==> src/calda_pkg.sv <==
package calda_pkg;

    // Request codes carried on the input tuser
    localparam logic [2:0] REQ_VALIDATE = 3'd0;
    localparam logic [2:0] REQ_DAYS     = 3'd1;
    localparam logic [2:0] REQ_DOY      = 3'd2;
    localparam logic [2:0] REQ_REVERSE  = 3'd3;
    localparam logic [2:0] REQ_RANGE    = 3'd4;

    localparam int unsigned IN_DATA_W  = 64;
    localparam int unsigned OUT_DATA_W = 56;
    localparam int unsigned DAYS_W     = 25;   // days since the start of year 0
    localparam int unsigned SECS_W     = 41;

    localparam logic [3:0]  LAST_MONTH  = 4'd12;
    localparam logic [3:0]  FEB         = 4'd2;
    localparam logic [16:0] SEC_PER_DAY = 17'd86400;

    // floor(2^24 / 100): reciprocal for dividing a year by 100
    localparam logic [17:0] RECIP_100   = 18'd167772;
    localparam int unsigned RECIP_SHIFT = 24;

    // Month lengths in a common year, indexed by month; codes 0 and 13..15 read 0
    localparam logic [4:0] MONTH_LEN [16] = '{
        5'd0,  5'd31, 5'd28, 5'd31, 5'd30, 5'd31, 5'd30, 5'd31,
        5'd31, 5'd30, 5'd31, 5'd30, 5'd31, 5'd0,  5'd0,  5'd0
    };

    // Days before the first of each month in a common year
    localparam logic [8:0] CUM_DAYS [16] = '{
        9'd0,   9'd0,   9'd31,  9'd59,  9'd90,  9'd120, 9'd151, 9'd181,
        9'd212, 9'd243, 9'd273, 9'd304, 9'd334, 9'd0,   9'd0,   9'd0
    };

    // Commands from the controller to the datapath
    typedef struct packed {
        logic load;       // capture a new request
        logic ysel;       // year unit works on year_b
        logic y_mul;      // multiply year by the reciprocal
        logic y_fix;      // correct the quotient, flag whole centuries
        logic y_save;     // store leap flag and days before the year
        logic walk_step;  // advance the month walk
        logic pos;        // form day positions of both dates
        logic absd;       // absolute day difference
        logic scale;      // days to seconds
        logic out_load;   // load the result word
    } dp_cmd_t;

    // Status from the datapath to the controller
    typedef struct packed {
        logic [2:0] req;
        logic       walk_done;
    } dp_sts_t;

    function automatic logic month_valid(input logic [3:0] m);
        return (m != 4'd0) && (m <= LAST_MONTH);
    endfunction

    function automatic logic [4:0] month_days(input logic [3:0] m, input logic leap);
        return MONTH_LEN[m] + {4'd0, (m == FEB) && leap};
    endfunction

    function automatic logic [8:0] day_in_year(input logic [3:0] m, input logic leap,
                                               input logic [4:0] d);
        return CUM_DAYS[m] + {8'd0, (m > FEB) && leap} + {4'd0, d};
    endfunction

endpackage

==> src/calendar_date_arithmetic.sv <==
// Channel | Direction | Handshake              | Payload
// s_axis  | in        | s_axis_tvalid / tready | tuser: req_type; tdata: both dates, day_of_year
// m_axis  | out       | m_axis_tvalid / tready | tdata: status, date_ok, value, month, day
//
// One request at a time. Validate, days-in-month and day-of-year run the divide-by-100
// year unit (multiply, correct, save), then load the result.
// Reverse day of year then steps through the months, walking 1 to 12 of them;
// range runs the year unit twice, then position, difference and seconds.
// Input is ready again the cycle after the load; a waiting result holds the load.
// Reset is synchronous; the output register holds a result until m_axis_tready.
module calendar_date_arithmetic
    import calda_pkg::*;
(
    input  logic                  aclk,
    input  logic                  aresetn,
    input  logic                  s_axis_tvalid,
    output logic                  s_axis_tready,
    input  logic [2:0]            s_axis_tuser,   // [2:0] req_type
    // [15:0] year_a, [19:16] month_a, [24:20] day_a, [33:25] day_of_year,
    // [49:34] year_b, [53:50] month_b, [58:54] day_b, [63:59] zero
    input  logic [IN_DATA_W-1:0]  s_axis_tdata,
    output logic                  m_axis_tvalid,
    input  logic                  m_axis_tready,
    // [0] status, [1] date_ok, [42:2] result_value, [46:43] out_month,
    // [55:47] out_day
    output logic [OUT_DATA_W-1:0] m_axis_tdata
);

    dp_cmd_t cmd;
    dp_sts_t sts;

    calda_ctrl u_ctrl (
        .aclk    (aclk),
        .aresetn (aresetn),
        .s_valid (s_axis_tvalid),
        .s_ready (s_axis_tready),
        .m_valid (m_axis_tvalid),
        .m_ready (m_axis_tready),
        .sts     (sts),
        .cmd     (cmd)
    );

    calda_dp u_dp (
        .aclk     (aclk),
        .cmd      (cmd),
        .in_req   (s_axis_tuser),
        .in_data  (s_axis_tdata),
        .sts      (sts),
        .out_data (m_axis_tdata)
    );

endmodule

==> src/calda_ctrl.sv <==
module calda_ctrl
    import calda_pkg::*;
(
    input  logic    aclk,
    input  logic    aresetn,
    input  logic    s_valid,
    output logic    s_ready,
    output logic    m_valid,
    input  logic    m_ready,
    input  dp_sts_t sts,
    output dp_cmd_t cmd
);

    typedef enum logic [8:0] {
        ST_IDLE  = 9'b000000001,
        ST_YMUL  = 9'b000000010,
        ST_YFIX  = 9'b000000100,
        ST_YSAVE = 9'b000001000,
        ST_WALK  = 9'b000010000,
        ST_POS   = 9'b000100000,
        ST_ABS   = 9'b001000000,
        ST_SCALE = 9'b010000000,
        ST_DONE  = 9'b100000000
    } state_t;

    state_t state_reg, state_next;
    logic   ysel_reg, ysel_next;
    logic   m_valid_reg, m_valid_next;

    // Sequence one request through the datapath
    always_comb begin
        state_next = state_reg;
        ysel_next  = ysel_reg;
        cmd        = '0;
        cmd.ysel   = ysel_reg;
        unique case (state_reg)
            ST_IDLE: begin
                if (s_valid) begin
                    cmd.load   = 1'b1;
                    ysel_next  = 1'b0;
                    state_next = ST_YMUL;
                end
            end
            ST_YMUL: begin
                cmd.y_mul  = 1'b1;
                state_next = ST_YFIX;
            end
            ST_YFIX: begin
                cmd.y_fix  = 1'b1;
                state_next = ST_YSAVE;
            end
            ST_YSAVE: begin
                cmd.y_save = 1'b1;
                priority if (sts.req == REQ_RANGE && !ysel_reg) begin
                    ysel_next  = 1'b1;
                    state_next = ST_YMUL;
                end else if (sts.req == REQ_RANGE) begin
                    state_next = ST_POS;
                end else if (sts.req == REQ_REVERSE) begin
                    state_next = ST_WALK;
                end else begin
                    state_next = ST_DONE;
                end
            end
            ST_WALK: begin
                cmd.walk_step = 1'b1;
                if (sts.walk_done) begin
                    state_next = ST_DONE;
                end
            end
            ST_POS: begin
                cmd.pos    = 1'b1;
                state_next = ST_ABS;
            end
            ST_ABS: begin
                cmd.absd   = 1'b1;
                state_next = ST_SCALE;
            end
            ST_SCALE: begin
                cmd.scale  = 1'b1;
                state_next = ST_DONE;
            end
            ST_DONE: begin
                // Hand over once the output register is free
                if (!m_valid_reg || m_ready) begin
                    cmd.out_load = 1'b1;
                    state_next   = ST_IDLE;
                end
            end
            default: state_next = ST_IDLE;
        endcase
    end

    // Output valid: set on load, drop when taken
    always_comb begin
        m_valid_next = m_valid_reg;
        if (cmd.out_load) begin
            m_valid_next = 1'b1;
        end else if (m_ready) begin
            m_valid_next = 1'b0;
        end
    end

    always_ff @(posedge aclk) begin
        if (!aresetn) begin
            state_reg   <= ST_IDLE;
            ysel_reg    <= 1'b0;
            m_valid_reg <= 1'b0;
        end else begin
            state_reg   <= state_next;
            ysel_reg    <= ysel_next;
            m_valid_reg <= m_valid_next;
        end
    end

    assign s_ready = (state_reg == ST_IDLE);
    assign m_valid = m_valid_reg;

endmodule

==> src/calda_dp.sv <==
module calda_dp
    import calda_pkg::*;
(
    input  logic                  aclk,
    input  dp_cmd_t               cmd,
    input  logic [2:0]            in_req,
    input  logic [IN_DATA_W-1:0]  in_data,
    output dp_sts_t               sts,
    output logic [OUT_DATA_W-1:0] out_data
);

    // Captured request
    logic [2:0]  req_reg;
    logic [15:0] ya_reg, yb_reg;
    logic [3:0]  ma_reg, mb_reg;
    logic [4:0]  da_reg, db_reg;

    // Year unit
    logic [33:0] prod_reg, prod_next;
    logic [9:0]  q_reg, q_next;
    logic        hz_reg, hz_next;
    logic        leap_a_reg, leap_b_reg, leap_next;
    logic [DAYS_W-1:0] dbef_a_reg, dbef_b_reg, dbef_next;

    // Month walk
    logic [3:0] wm_reg, wm_next;
    logic [8:0] rem_reg, rem_next;

    // Range path
    logic [DAYS_W-1:0] pos_a_reg, pos_b_reg, pos_a_next, pos_b_next;
    logic [DAYS_W-1:0] diff_reg, diff_next;
    logic [SECS_W-1:0] sec_reg, sec_next;
    logic [41:0]       sec_full;

    logic [OUT_DATA_W-1:0] out_reg, out_next;

    logic [15:0] y_sel;
    logic [9:0]  q0;
    logic [16:0] rem100;
    logic [9:0]  cent;
    logic [4:0]  dim_w;
    logic        walk_done;

    // Year unit: divide by 100, leap rule, days before the year
    always_comb begin
        y_sel     = cmd.ysel ? yb_reg : ya_reg;
        prod_next = 34'(y_sel) * 34'(RECIP_100);
        q0        = prod_reg[RECIP_SHIFT+9:RECIP_SHIFT];
        rem100    = {1'b0, y_sel} - 17'(q0) * 17'd100;
        q_next    = q0 + {9'd0, rem100 >= 17'd100};
        hz_next   = (rem100 == 17'd0) || (rem100 == 17'd100);
        leap_next = ((y_sel[1:0] == 2'd0) && !hz_reg) || (hz_reg && (q_reg[1:0] == 2'd0));
        cent      = q_reg + {9'd0, !hz_reg};
        dbef_next = DAYS_W'(y_sel) * DAYS_W'(365)
                  + DAYS_W'(({1'b0, y_sel} + 17'd3) >> 2)
                  - DAYS_W'(cent)
                  + DAYS_W'(({1'b0, cent} + 11'd3) >> 2);
    end

    // Month walk for the reverse conversion
    always_comb begin
        dim_w     = month_days(wm_reg, leap_a_reg);
        walk_done = (wm_reg == LAST_MONTH) || ({4'd0, dim_w} >= rem_reg);
        wm_next   = wm_reg;
        rem_next  = rem_reg;
        if (cmd.load) begin
            wm_next  = 4'd1;
            rem_next = in_data[33:25];
        end else if (cmd.walk_step && !walk_done) begin
            wm_next  = wm_reg + 4'd1;
            rem_next = rem_reg - {4'd0, dim_w};
        end
    end

    // Day positions, distance and seconds
    always_comb begin
        pos_a_next = dbef_a_reg + DAYS_W'(day_in_year(ma_reg, leap_a_reg, da_reg));
        pos_b_next = dbef_b_reg + DAYS_W'(day_in_year(mb_reg, leap_b_reg, db_reg));
        diff_next  = (pos_b_reg >= pos_a_reg) ? (pos_b_reg - pos_a_reg)
                                              : (pos_a_reg - pos_b_reg);
        sec_full   = 42'(diff_reg) * 42'(SEC_PER_DAY);
        sec_next   = sec_full[SECS_W-1:0];
    end

    // Assemble the result word
    always_comb begin
        logic             st;
        logic             ok;
        logic [SECS_W-1:0] val;
        logic [3:0]       om;
        logic [8:0]       od;
        st  = 1'b0;
        ok  = 1'b0;
        val = '0;
        om  = '0;
        od  = '0;
        unique case (req_reg)
            REQ_VALIDATE: begin
                ok = (ya_reg != 16'd0) && month_valid(ma_reg) && (da_reg != 5'd0)
                  && (da_reg <= month_days(ma_reg, leap_a_reg));
            end
            REQ_DAYS: begin
                if (month_valid(ma_reg)) begin
                    val = SECS_W'(month_days(ma_reg, leap_a_reg));
                end else begin
                    st = 1'b1;
                end
            end
            REQ_DOY: begin
                if (month_valid(ma_reg)) begin
                    val = SECS_W'(day_in_year(ma_reg, leap_a_reg, da_reg));
                end else begin
                    st = 1'b1;
                end
            end
            REQ_REVERSE: begin
                om = wm_reg;
                od = rem_reg;
            end
            REQ_RANGE: begin
                if (month_valid(ma_reg) && month_valid(mb_reg)) begin
                    val = sec_reg;
                end else begin
                    st = 1'b1;
                end
            end
            default: ;
        endcase
        out_next = {od, om, val, ok, st};
    end

    always_ff @(posedge aclk) begin
        if (cmd.load) begin
            req_reg <= in_req;
            ya_reg  <= in_data[15:0];
            ma_reg  <= in_data[19:16];
            da_reg  <= in_data[24:20];
            yb_reg  <= in_data[49:34];
            mb_reg  <= in_data[53:50];
            db_reg  <= in_data[58:54];
        end
        wm_reg  <= wm_next;
        rem_reg <= rem_next;
        if (cmd.y_mul) begin
            prod_reg <= prod_next;
        end
        if (cmd.y_fix) begin
            q_reg  <= q_next;
            hz_reg <= hz_next;
        end
        if (cmd.y_save && !cmd.ysel) begin
            leap_a_reg <= leap_next;
            dbef_a_reg <= dbef_next;
        end
        if (cmd.y_save && cmd.ysel) begin
            leap_b_reg <= leap_next;
            dbef_b_reg <= dbef_next;
        end
        if (cmd.pos) begin
            pos_a_reg <= pos_a_next;
            pos_b_reg <= pos_b_next;
        end
        if (cmd.absd) begin
            diff_reg <= diff_next;
        end
        if (cmd.scale) begin
            sec_reg <= sec_next;
        end
        if (cmd.out_load) begin
            out_reg <= out_next;
        end
    end

    assign sts.req       = req_reg;
    assign sts.walk_done = walk_done;
    assign out_data      = out_reg;

endmodule
==> config.mk <==
export PLATFORM = sky130hd
export DESIGN_NAME = calendar_date_arithmetic
export DESIGN_NICKNAME = d
export VERILOG_FILES = /design/src/calda_pkg.sv /design/src/calendar_date_arithmetic.sv /design/src/calda_ctrl.sv /design/src/calda_dp.sv
export SDC_FILE = /design/constraint.sdc
export NUM_CORES = 2
export LEC_CHECK = 0
export CAP_MARGIN = 10
export CORE_MARGIN = 3
export CORE_UTILIZATION = 50
export CTS_CLUSTER_SIZE = 14
export DETAILED_ROUTE_END_ITERATION = 6
export DONT_BUFFER_PORTS = 1
export SYNTH_ARGS = -nofsm -noshare
export SYNTH_HDL_FRONTEND = slang
export SYNTH_HIERARCHICAL = 1
export SYNTH_SLANG_ARGS = --single-unit
==> constraint.sdc <==
create_clock -name aclk -period 9.7 [get_ports aclk]
set_clock_uncertainty 0.15 [all_clocks]
set_input_delay 1.94 -clock aclk [delete_from_list [all_inputs] [get_ports aclk]]
set_output_delay 1.94 -clock aclk [all_outputs]
set_load 0.005 [all_outputs]
==> After elaboration in Yosys (flattened, before gate mapping) <==
Memories as Yosys holds them, arrays and structs flattened.
Index checks and enable logic that the tools add are counted.
W data, S select, Z words.
{ "totals": {"in_bits": 71, "register_bits": 337, "memories": 4, "rom_bits": 448, "out_inout_bits": 58} }
{ "memory_table": {"columns": ["name", "words", "width", "read_ports", "rd_clocked_by_memory_dff", "wr", "line_no", "rtl"], "rows": [
  ["(no name shown)", 16, 9, 1, 0, 0, "calda_pkg.sv:65", "return CUM_DAYS[m] + {8'd0, (m > FEB) && leap} + {4'd0, d};"],
  ["(no name shown)", 16, 9, 1, 0, 0, "calda_pkg.sv:65", null],
  ["(no name shown)", 16, 5, 1, 0, 0, "calda_pkg.sv:60", "return MONTH_LEN[m] + {4'd0, (m == FEB) && leap};"],
  ["(no name shown)", 16, 5, 1, 0, 0, "calda_pkg.sv:60", null]
]} }
{ "classes": {"mux": 42, "mul": 4, "eq_ne": 21, "reduce_logical": 38, "n_lt_le_gt_ge": 11, "add_sub_neg": 20, "n_bitwise": 3} }
{ "op_table": {"columns": ["cell", "count"], "rows": [
  ["$pmux W41 S3", 1],
  ["$mux W9", 13],
  ["$pmux W9 S9", 1],
  ["$add A25 B23 Y25", 2],
  ["$add A25 B9 Y25", 2],
  ["$sub A25 B25 Y25", 2],
  ["$mux W41", 1],
  ["$mul A25 B10 Y34 const B", 1],
  ["$mul A16 B16 Y32 const B", 1],
  ["$ge A25 B25 Y1", 1],
  ["$mul A16 B9 Y25 const B", 1],
  ["$mux W25", 1],
  ["$mux W5", 5],
  ["$sub A25 B10 Y25", 1],
  ["$add A10 B1 Y10", 2],
  ["$add A9 B1 Y9", 2],
  ["$add A9 B5 Y9", 2],
  ["$add A16 B2 Y17 const B", 1],
  ["$eq A17 B7 Y1 const B", 1],
  ["$ge A17 B7 Y1 const B", 1],
  ["$logic_not A17 Y1", 1],
  ["$mux W1", 17],
  ["$sub A16 B17 Y17", 1],
  ["$logic_and A1 B1 Y1", 16],
  ["39 further kinds", 62]
]} }

==> Longest topological paths before layout <==
{ "logic_depth": {"depth_word": 11, "depth_mapped": 29} }

==> Cells and area by module <==
The synthesis kept the hierarchy.
{ "modules_own_cells": {"columns": ["mod", "seq_area_each_um2", "instances", "area_per_inst_um2", "cells_each"], "rows": [
  ["calda_dp", 9088.7, 1, 30839.6, 2893],
  ["calda_ctrl", 220.2, 1, 721.9, 78]
]} }

==> Worst setup path before layout <==
Ideal clock, no wire load.
{ "synth_timing": {"path_type": "register to register", "start": "register u_ctrl.ysel_reg", "end": "register u_dp.dbef_a_reg[24] (data pin)", "path_stages_with_launch": 27, "setup_ps": 274, "slack_ps": 2378, "t_arrival_ps": 6899, "period_less_slack_ps": 7322, "cell_sequence": "dfxtp_1 buf_4 clkbuf_1 clkbuf_1 mux2i_1 inv_1 ha_1 a21oi_1 nor2_1 nand3_1 xnor2_1 fa_1 inv_1 fa_1 inv_1 fa_1 fa_1 inv_1 ha_1 nand3_1 nand3_1 a41oi_1 a21oi_1 a211oi_1 o21ai_1 a2111oi_0 nor3b_1"} }
{ "synth_via": {"elab_chain_len": 5} }
{ "synth_rtl": {"columns": ["element", "line_no", "rtl"], "rows": [
  ["start: declaration", "calda_ctrl.sv:27", "logic ysel_reg, ysel_next;"],
  ["start signal: assignment", "calda_ctrl.sv:111", "ysel_reg <= ysel_next;"],
  ["$mux W16 (*)", "calda_dp.sv:46", "y_sel = cmd.ysel ? yb_reg : ya_reg;"],
  ["$mul A16 B9 Y25 / $add A16 B2 Y17 (equally long branches)", "calda_dp.sv:54, calda_dp.sv:55", null],
  ["$add A25 B23 Y25 (*)", "calda_dp.sv:55", "+ DAYS_W'(({1'b0, y_sel} + 17'd3) >> 2)"],
  ["$sub A25 B10 Y25 (*)", "calda_dp.sv:56", "- DAYS_W'(cent)"],
  ["$add A25 B23 Y25 (*)", "calda_dp.sv:57", "+ DAYS_W'(({1'b0, cent} + 11'd3) >> 2);"],
  ["net u_dp.dbef_next[24]", "calda_dp.sv:23", "logic [DAYS_W-1:0] dbef_a_reg, dbef_b_reg, dbef_next;"],
  ["end signal: assignment", "calda_dp.sv:153", "dbef_a_reg <= dbef_next;"],
  ["end: declaration", "calda_dp.sv:23", null]
]} }
Mark *: on every way through the listed nets, which the timed path passes. The rest lies on a longest branch.
A chain may end at the register's enable or synchronous reset.

==> Worst setup path in the final report <==
{ "layout_timing": {"start": "register u_ctrl.ysel_reg", "end": "register u_dp.dbef_b_reg[24] (data pin)"} }
{ "layout_via": {"elab_chain_len": 5} }
{ "layout_rtl": {"columns": ["element", "line_no", "rtl"], "rows": [
  ["$mux W16 (*)", "calda_dp.sv:46", null],
  ["$mul A16 B9 Y25 / $add A16 B2 Y17 (equally long branches)", "calda_dp.sv:54, calda_dp.sv:55", null],
  ["$add A25 B23 Y25 (*)", "calda_dp.sv:55", null],
  ["$sub A25 B10 Y25 (*)", "calda_dp.sv:56", null],
  ["$add A25 B23 Y25 (*)", "calda_dp.sv:57", null],
  ["net u_dp.dbef_next[24]", "calda_dp.sv:23", null],
  ["end signal: assignment", "calda_dp.sv:157", "dbef_b_reg <= dbef_next;"],
  ["end: declaration", "calda_dp.sv:23", null]
]} }
Marks and branches as above.

==> flow_summary_export.csv <==
group,metric,value,unit
synthesis,synthArstFlopShare,0,%
clock_network,cts_buffers,38,
min_path,min_path_type,"flop to flop",
clock_network,clkSlewWorstSetupHoldPaths,0.06,ns
synthesis,synthFlopType,"edfxtp_1",
clock_network,cts_setup_buffers,0,
placed_design,post_dp_cell_area,32600,um2
routing,vias_per_cell,5.37,
floorplan,die_y,257,um
cells_and_area,final_util,54.8,%
clock_network,cts.path.max_buffers,3,
synthesis,synth_cells,2971,
synthesis,synth_top_cell_by_area,"edfxtp_1",
clock_network,cts_sinks,315,
synthesis,synth_warnings,6,
clock_network,cts_resized,0,
clock_network,cts_root_buf,"clkbuf_16",
worst_setup_path,worstPathRequired,9.82,ns
synthesis,synth.top_cell.area_share,28.5,%
sta,setup_viol,0,
placed_design,place_congestion,0.905,
worst_setup_path,crit-reg2reg-launch,"u_ctrl/ysel_reg",
min_path,min_from,"u_dp/sec_reg[12]",
clock_network,postCtsHoldBufs,0,
sta,max-slew-margin-rel,31.0,%
global_route,antenna_found_initial,0,
sta,drv_slew,0,
clock_network,htree_levels,2,
synthesis,synthesis.area,31600,um2
synthesis,synth_edf_count,300,
synthesis,syn_avg_cell_area,10.6,um2
flow_run,cap_violations,0,
sta,setup_ws,1.68,ns
synthesis,synth-seq-cells,315,
sta,worst_pin_slew,1.02,ns
routing,wl,68100,um
worst_setup_path,crit_path_end_kind,"flop",
cells_and_area,area_growth,7.67,%
routing,wl_per_cell,17.6,um
worst_setup_path,rr_endpoint,"u_dp/dbef_b_reg[24]",
status,status,"finished, final reports clean",
routing,drtPass1Iterations,5,
synthesis,yosysMostFrequentCell,"inv_1",
cells_and_area,stdcell_area,34000,um2
worst_setup_path,rr_worst_depth,24,
floorplan,die-area,66200,um2
synthesis,yosysSeqAreaShare,29.5,%
clock_network,clk_latency,0.56,ns
floorplan,core,62100,um2
routing,drtIter0Drc,1138,
sta,setup_tns,0,ns
synthesis,netlist_top_cells_area,"edfxtp_1 (29%), ha_1 (20%), fa_1 (17%)",
global_route,first_global_vias,21559,
synthesis,synth.distinct_cells,96,
worst_setup_path,crit_fanout,13,
placed_design,dp_slack,1.71,ns
floorplan,fp.dieW,257,um
sta,fin_crit,8.02,ns
worst_setup_path,worstSetupStartpointType,"flop",
sta,period_share,82.6,%
sta,grt_setup_unrepaired,"no",
global_route,grt_max_degree,76,
cells_and_area,drive_gt1_share,4.30,%
routing,drc,0,
cells_and_area,nets,3826,
worst_setup_path,worst-setup-path-type,"flop to flop",
sta,fmaxAchievable,125,MHz
worst_setup_path,worstPathArrival,8.14,ns
min_path,hold_end,"u_dp/out_data[14]",
floorplan,row_count,91,
worst_setup_path,r2r_slack,1.68,ns
sta,hold_viol,0,
synthesis,synth_nets,3804,
min_path,hold_depth,1,
routing,ant_nets,0,
global_route,overflow,0,
clock_network,tritoncts,"yes",
floorplan,initial_utilization,50.9,%
placed_design,portBuffers,0,
placed_design,place_hpwl,57000,um
global_route,grt_pass1_wl,111000,um
synthesis,synth_commonest_cells,"inv_1 (585), ha_1 (496), edfxtp_1 (300)",
global_route,grt.total_usage,20.9,%
cells_and_area,largest_reg_flops,56,
routing,dr_total_vias,20709,
floorplan,io_pins,129,
-- through the flow --
step	instances	hold slack (ns)
6_report	3858	0.367
5_1_grt	3857	0.385
4_1_cts	3857	0.368
3_5_place_dp	3790	0.354
3_3_place_gp	3790	0.353
2_1_floorplan	2971	0.291
-- metal layers --
metal / track usage (%) / wire length, um / up-vias
met5: 0 / 0 / -
met4: 5.81 / 1800 / 0
met3: 2.32 / 2010 / 82
met2: 37.5 / 34700 / 311
met1: 26.7 / 29500 / 10196
li1: - / - / 10120
-- worst max-delay path: stages, from the launching register on --
cell and delay (ns):
dfxtp_1 0.77, mux2i_1 0.78, inv_1 0.55, ha_1 0.39, inv_1 0.18, nor2_1 0.12
nand3_1 0.15, nor2_1 0.11, xnor2_1 0.15, ha_1 0.28, inv_1 0.05, fa_1 0.50
inv_1 0.05, fa_1 0.46, fa_1 0.49, ha_1 0.36, and2_1 0.19, a221oi_1 0.28
o21ai_0 0.11, a41oi_1 0.25, a21oi_1 0.20, a211oi_1 0.38, o21ai_1 0.18, a2111oi_0 0.44
nor3b_1 0.12
-- how the worst max path moves through the flow --
stage,endpoint,cells past startpoint,startpoint
floorplan,u_dp/dbef_a_reg[24],26,u_ctrl/ysel_reg
global placement,u_dp/dbef_b_reg[24],24,u_ctrl/ysel_reg
detailed placement,u_dp/dbef_b_reg[24],24,u_ctrl/ysel_reg
CTS,u_dp/dbef_a_reg[24],24,u_ctrl/ysel_reg
global route,u_dp/dbef_b_reg[24],23,u_ctrl/ysel_reg
finish,u_dp/dbef_b_reg[24],24,u_ctrl/ysel_reg
-- cell families (layout without fill, tap and decap cells) --
family / after synthesis / count (layout) / share of synthesized area (%)
AOI/OAI and AO/OA: 486 / 486 / 10.3
xor gates and xnor gates: 205 / 205 / 5.69
adders and majority gates: 762 / 762 / 36.5
buffers and inverters: 624 / 673 / 7.58
DFF: 315 / 315 / 29.5
muxes: 48 / 48 / 1.63
other: 0 / 1 / 0
and+or+nand+nor: 531 / 531 / 8.81
-- cell type report --
class	instances	area, um2
clock inverters	25	394
multi-input cells	2032	19900
diodes	1	2.50
flip-flops and latches	315	9310
inverters	585	2200
repair buffers	21	158
clock buffers	42	987
well taps	837	1050
fillers	5378	28100
-- placed cells by master, fill, tap and decap left out, types with 7 or more instances in the layout --
cell       synthesis  layout
o21ai_0           93      93
a31oi_1           13      13
nor2_1           114     114
mux2i_1           39      39
nor3b_1           10       9
fa_1             266     266
nor3_1            34      34
a22oi_1            8       8
o21a_1            18      18
nand4_1           20      20
o211ai_1           7       7
o31ai_1            7       7
a21o_1            62      62
xnor2_1          150     150
edfxtp_1         300     300
o21ai_1            9       9
ha_1             496     496
nor4_1            12      11
clkbuf_16          0      39
or3_1             15      15
buf_4              6      21
nor2b_1           31      29
and3_1            24      24
a211oi_1          10      10
xor2_1            55      55
bufinv_16          0      10
dfxtp_1           15      15
nand2b_1          17      17
nand3_1           41      41
o21bai_1          30      30
and2_1            61      60
clkinv_2           0       7
nand2_1          115     115
a21oi_1          146     146
inv_1            585     585
Power is not shown: default switching activity piles up to over one toggle a cycle in this logic, so the estimate is an artifact.
